===== src/sv/mew_pkg.sv =====
// Shared types, widths and codes for the midpoint ellipse outline walker.
// Used by mew_dpath, mew_ctrl and the top level; depends on nothing.
`timescale 1ns / 1ps

package mew_pkg;

    // Coordinate width and derived datapath widths
    localparam int COORD_BITS = 12;
    localparam int OFS_W  = COORD_BITS + 2;       // signed offsets
    localparam int SQR_W  = 2 * COORD_BITS;       // squared radii
    localparam int MUL_W  = 2 * COORD_BITS + 2;   // multiplier operands
    localparam int PROD_W = 2 * MUL_W;            // multiplier products
    localparam int SLP_W  = 3 * COORD_BITS + 2;   // signed slopes
    localparam int DEC_W  = PROD_W;               // signed decision, scaled by 4

    // Configuration register indexes
    localparam logic [1:0] CFG_START_X  = 2'd0;
    localparam logic [1:0] CFG_START_Y  = 2'd1;
    localparam logic [1:0] CFG_FINISH_X = 2'd2;
    localparam logic [1:0] CFG_FINISH_Y = 2'd3;

    // Walk phases
    typedef logic [1:0] t_phase;
    localparam t_phase PH_IDLE = 2'd0;
    localparam t_phase PH_SCAN = 2'd1;
    localparam t_phase PH_R1   = 2'd2;
    localparam t_phase PH_R2   = 2'd3;

    // Datapath operations
    typedef logic [3:0] t_op;
    localparam t_op OP_NONE   = 4'd0;
    localparam t_op OP_SETUP  = 4'd1;
    localparam t_op OP_SQ0    = 4'd2;
    localparam t_op OP_SQ1    = 4'd3;
    localparam t_op OP_SQ2    = 4'd4;
    localparam t_op OP_EMIT   = 4'd5;
    localparam t_op OP_ADV    = 4'd6;
    localparam t_op OP_R2A    = 4'd7;
    localparam t_op OP_R2B    = 4'd8;
    localparam t_op OP_R2C    = 4'd9;
    localparam t_op OP_NEXTQ  = 4'd10;
    localparam t_op OP_KILL   = 4'd11;
    localparam t_op OP_FINISH = 4'd12;

    typedef struct packed {
        t_op op;
    } t_dp_cmd;

    typedef struct packed {
        t_phase phase;
        logic   r1_hold;    // region 1 still holds a point
        logic   r2_hold;    // region 2 still holds a point
        logic   last_quad;
    } t_dp_stat;

endpackage


===== src/sv/mew_ctrl.sv =====
// Sequencer of the ellipse walker: steps setup, emit, advance and region/quadrant
// changes, and owns the handshakes. Depends on mew_pkg; drives mew_dpath.
`timescale 1ns / 1ps

module mew_ctrl
    import mew_pkg::*;
(
    input  logic     i_clk,
    input  logic     i_rst_n,
    input  logic     i_in_valid,
    output logic     o_in_ready,
    input  logic     i_restart,
    output logic     o_out_valid,
    input  logic     i_out_ready,
    input  t_dp_stat i_stat,
    output t_dp_cmd  o_cmd
);

    localparam logic [3:0] S_IDLE   = 4'd0;
    localparam logic [3:0] S_SU2    = 4'd1;
    localparam logic [3:0] S_SU3    = 4'd2;
    localparam logic [3:0] S_SU4    = 4'd3;
    localparam logic [3:0] S_SETTLE = 4'd4;
    localparam logic [3:0] S_EMIT   = 4'd5;
    localparam logic [3:0] S_ADV    = 4'd6;
    localparam logic [3:0] S_R2A    = 4'd7;
    localparam logic [3:0] S_R2B    = 4'd8;
    localparam logic [3:0] S_R2C    = 4'd9;
    localparam logic [3:0] S_FIN    = 4'd10;

    logic [3:0] r_state, n_state;
    logic       r_post, n_post;
    logic       r_out_valid, n_out_valid;
    logic       slot_free;

    assign slot_free  = !r_out_valid || i_out_ready;
    assign o_in_ready = (r_state == S_IDLE);

    // Sequence the datapath
    always_comb begin
        n_state     = r_state;
        n_post      = r_post;
        n_out_valid = r_out_valid && !i_out_ready;
        o_cmd.op    = OP_NONE;
        unique case (r_state)
            S_IDLE: begin
                if (i_in_valid) begin
                    if (i_restart) begin
                        o_cmd.op = OP_SETUP;
                        n_state  = S_SU2;
                    end else begin
                        n_state = S_EMIT;
                    end
                end
            end
            S_SU2: begin
                if (i_stat.phase == PH_SCAN) begin
                    n_state = S_EMIT;
                end else begin
                    o_cmd.op = OP_SQ0;
                    n_state  = S_SU3;
                end
            end
            S_SU3: begin
                o_cmd.op = OP_SQ1;
                n_state  = S_SU4;
            end
            S_SU4: begin
                o_cmd.op = OP_SQ2;
                n_post   = 1'b0;
                n_state  = S_SETTLE;
            end
            S_SETTLE: begin
                // Move on until the state holds a point or the run ends
                if (i_stat.phase == PH_R1 && !i_stat.r1_hold) begin
                    n_state = S_R2A;
                end else if (i_stat.phase == PH_R2 && !i_stat.r2_hold) begin
                    o_cmd.op = i_stat.last_quad ? OP_KILL : OP_NEXTQ;
                end else begin
                    n_state = r_post ? S_FIN : S_EMIT;
                end
            end
            S_R2A: begin
                o_cmd.op = OP_R2A;
                n_state  = S_R2B;
            end
            S_R2B: begin
                o_cmd.op = OP_R2B;
                n_state  = S_R2C;
            end
            S_R2C: begin
                o_cmd.op = OP_R2C;
                n_state  = S_SETTLE;
            end
            S_EMIT: begin
                o_cmd.op = OP_EMIT;
                n_state  = S_ADV;
            end
            S_ADV: begin
                o_cmd.op = OP_ADV;
                n_post   = 1'b1;
                n_state  = S_SETTLE;
            end
            S_FIN: begin
                if (slot_free) begin
                    o_cmd.op    = OP_FINISH;
                    n_out_valid = 1'b1;
                    n_state     = S_IDLE;
                end
            end
            default: begin
                n_state = S_IDLE;
            end
        endcase
    end

    always_ff @(posedge i_clk) begin
        if (!i_rst_n) begin
            r_state     <= S_IDLE;
            r_post      <= 1'b0;
            r_out_valid <= 1'b0;
        end else begin
            r_state     <= n_state;
            r_post      <= n_post;
            r_out_valid <= n_out_valid;
        end
    end

    assign o_out_valid = r_out_valid;

    a_restart_setup: assert property (@(posedge i_clk) disable iff (!i_rst_n)
        (i_in_valid && o_in_ready && i_restart) |=> (r_state == S_SU2))
        else $error("restart did not enter setup");

    a_fin_loads: assert property (@(posedge i_clk) disable iff (!i_rst_n)
        (r_state == S_FIN && slot_free) |=> (r_out_valid && r_state == S_IDLE))
        else $error("finished word not loaded");

    a_out_hold: assert property (@(posedge i_clk) disable iff (!i_rst_n)
        (r_out_valid && !i_out_ready) |=> r_out_valid)
        else $error("result word dropped while stalled");

    a_r2_seq: assert property (@(posedge i_clk) disable iff (!i_rst_n)
        (r_state == S_R2A) |=> (r_state == S_R2B) ##1 (r_state == S_R2C))
        else $error("region 2 setup sequence broken");

endmodule


===== config.mk =====
export PLATFORM = sky130hd
export DESIGN_NAME = mew_ctrl
export DESIGN_NICKNAME = d
export VERILOG_FILES = /design/src/sv/mew_pkg.sv /design/src/sv/mew_ctrl.sv
export SDC_FILE = /design/constraint.sdc
export NUM_CORES = 1
export LEC_CHECK = 0
export ABC_AREA = 1
export BUFFER_PORTS_ARGS = -buffer_cell sky130_fd_sc_hd__buf_2
export CAP_MARGIN = 15
export CORE_AREA = 2 2 39 41
export DETAILED_ROUTE_END_ITERATION = 8
export DIE_AREA = 0 0 41 43
export MAX_ROUTING_LAYER = met4
export SLEW_MARGIN = 20
export SYNTH_ARGS = -nofsm -noshare
export SYNTH_HDL_FRONTEND = slang
export SYNTH_SLANG_ARGS = --single-unit

===== constraint.sdc =====
create_clock -name i_clk -period 2.2 [get_ports i_clk]
set_input_delay 0.11 -clock i_clk [delete_from_list [all_inputs] [get_ports i_clk]]
set_output_delay 0.11 -clock i_clk [all_outputs]
set_load 0.05 [all_outputs]

==> results by group <==
Cells and area
  – Multi-input combinational cell area: 349.1 µm²
  – Most frequent cells in the layout: 18 x nand2_1, 15 x buf_2, 12 x inv_1
  – Design area: 650.6 µm²
  – Layout cells sized above 1: 36.19%
  – Most common cell after layout, fill and taps aside: nand2_1
  – Utilization after layout: 47.02%
  – Area delta synth->final: 22.07%
  – Register area: 120.1 µm²
  – Layout filler cell count: 163
  – N_diodes: 0
  – NumNets Final: 117

Timing
  – Worst slew pin tran: 0.3063 ns
  – Final worst path period share: 81.24%
  – Rel. slew slack: 79.56%
  – Final hold violations: 0
  – Min Tclk post-route: 1.787 ns
  – Max Clk Rate: 559.5 MHz
  – Final setup viols: 0
  – Slew Viols, Final: 0
  – Unrepaired setup endpoints after global routing: false
  – Final setup TNS: 0 ns
  – Layout Skew: 0.008556 ns
  – Final setup margin: 0.4128 ns

Synthesis
  – Post-synthesis sequential area ratio: 22.54%
  – Syn avg cell area: 6.127 µm²
  – Synth Instances: 87
  – Synthesis-stage register bit count: 6
  – Synth Net Count: 97
  – Post-Syn Area: 533.0 µm²
  – Yosys warns: 0
  – Yosys cell types: 18

Clock network
  – CTS tree: yes
  – Clock tree root driver cell: clkbuf_4
  – TritonCTS Buffers: 3
  – Hold buffer count at cts: 0
  – Setup Fix Bufs, Post-CTS: 0
  – # resized after CTS: 0
  – CTS max path bufs: 2
  – # clock sinks: 6
  – Later-pin clock latency in the skew report: 0.24 ns
  – Reg clk slew, reported paths: 0.05 ns
  – H-tree levels: 1

Global route
  – Vias in the first global route: 558
  – First-pass GRT wire length: 2.283 mm
  – Total gr overflow: 0
  – Gr usage total: 19.50%
  – Antenna violations before repair: 0
  – Largest net degree at the start of global routing: 8

Critical path
  – Buf+Inv Stages, Crit Path: 3
  – Worst setup SP type: flip-flop
  – Max stage delay on crit path: 0.44 ns
  – CP max-delay cell: dfxtp_1
  – Critical path endpoint category: output port
  – CP Cell Sequence: inv_2 > nor2_4 > nand2_2 > nor2_2 > inv_1 > o211ai_1 > buf_2
  – Critical Path Fanout Max: 4
  – CP Class: reg2out
  – CP top delay family: buffers and inverters
  – WP data arrival: 1.68 ns
  – Worst EP required: 2.09 ns

Floorplanning
  – Core area: 0.001384 mm²
  – Die Ht: 43 µm
  – Initial Utilization: 38.52%
  – Io pins: 16
  – Die X-Extent: 41 µm
  – Die area: 0.001763 mm²
  – Row count: 14

Placement
  – DP Area: 628.1 µm²
  – Routability cong.: 0.8556
  – DP Worst Slack: 0.6721 ns
  – IO Port Bufs: 15
  – Dpl hpwl: 1.092 mm

Drt
  – Routed wire length per instance: 10.72 µm
  – DRC violations left: 0
  – ANT nets after route: 0
  – Total via count in the routed design: 592
  – WL final: 1.297 mm
  – TritonRoute pass-1 iters: 4
  – Initial DRC count: 7
  – Drt via density: 4.893

Outcome
  – Status: completed

Pwr
  – Pleak: 0.3367 nW
  – Peak supply drop: 0.6075 mV
  – Overall Power: 0.9210 mW
  – Pwr/cell area: 1416 mW/mm²

Run
  – MaxCap Viol Count: 0

Min path
  – HP Class: in2reg
-- Yosys cell counts (all sizes together) --
master / count / area (µm²)
a21oi: 7 / 42.54
dfxtp: 6 / 120.1
inv: 17 / 63.81
nand2: 22 / 92.58
nand3: 10 / 50.05
nand3b: 3 / 22.52
nand4: 1 / 6.260
nor2: 15 / 86.34
nor3: 2 / 21.27
nor3b: 1 / 7.510
o211ai: 2 / 15.01
o21ai: 1 / 5.000
-- registers in the layout (all words and copies together), names as in the netlist --
register,flops
o_out_valid,1
r_post,1
r_state,4
-- tightest hold or removal path, delay by kind of cell --
family                 cells  cell delay, ns
and+or+nand+nor            1            0.10
buffers and inverters      2            0.16
-- worst paths after layout --
path | startpoint | to | slack [ns] | depth (start not counted)
worst max register to register | r_state[0] | r_state[2] | 0.90 | 8
worst min register to register | r_post | r_post | 0.52 | 2
worst min-delay path | i_rst_n | r_state[0] | 0.17 | 3
worst max-delay path | r_state[2] | o_cmd[1] | 0.41 | 7
-- per-layer routing --
metal	global-route usage, %	up-vias	routed length, µm
met5	-	-	0
met4	8.000	0	0
met3	3.141	0	25
met2	29.06	6	628
met1	25.32	272	643
li1	-	314	-
-- power by group --
| group | internal [mW] | switching (mW) |
|---|---|---|
| clock network | 0.0616 | 0.0381 |
| registers | 0.136 | 0.0457 |
| logic | 0.181 | 0.458 |
| total | 0.379 | 0.542 |
-- layout make-up --
class                      count  share of cell area [%]
tap                           16                   3.077
inverter                      17                   9.808
sequential                     6                   18.46
timing repair buffer          15                   11.54
clock buffer                   3                   3.462
multi-input combinational     64                   53.65
-- per-stage QoR --
stage	hold slack [ns]	std cells
5_1_grt	0.2028	121
2_1_floorplan	0.3030	87
3_3_place_gp	0.4265	118
3_5_place_dp	0.4218	118
6_report	0.1669	121
4_1_cts	0.1635	121
-- logic make-up (layout without fill, tap and decap cells) --
logic type / after synthesis / after routing / share of synthesized area [%]
compound gates: 10 / 10 / 11.74
simple gates: 54 / 54 / 53.76
buf+inv: 17 / 35 / 11.97
flops: 6 / 6 / 22.54
No activity file was read; power rests on OpenSTA's default activity.
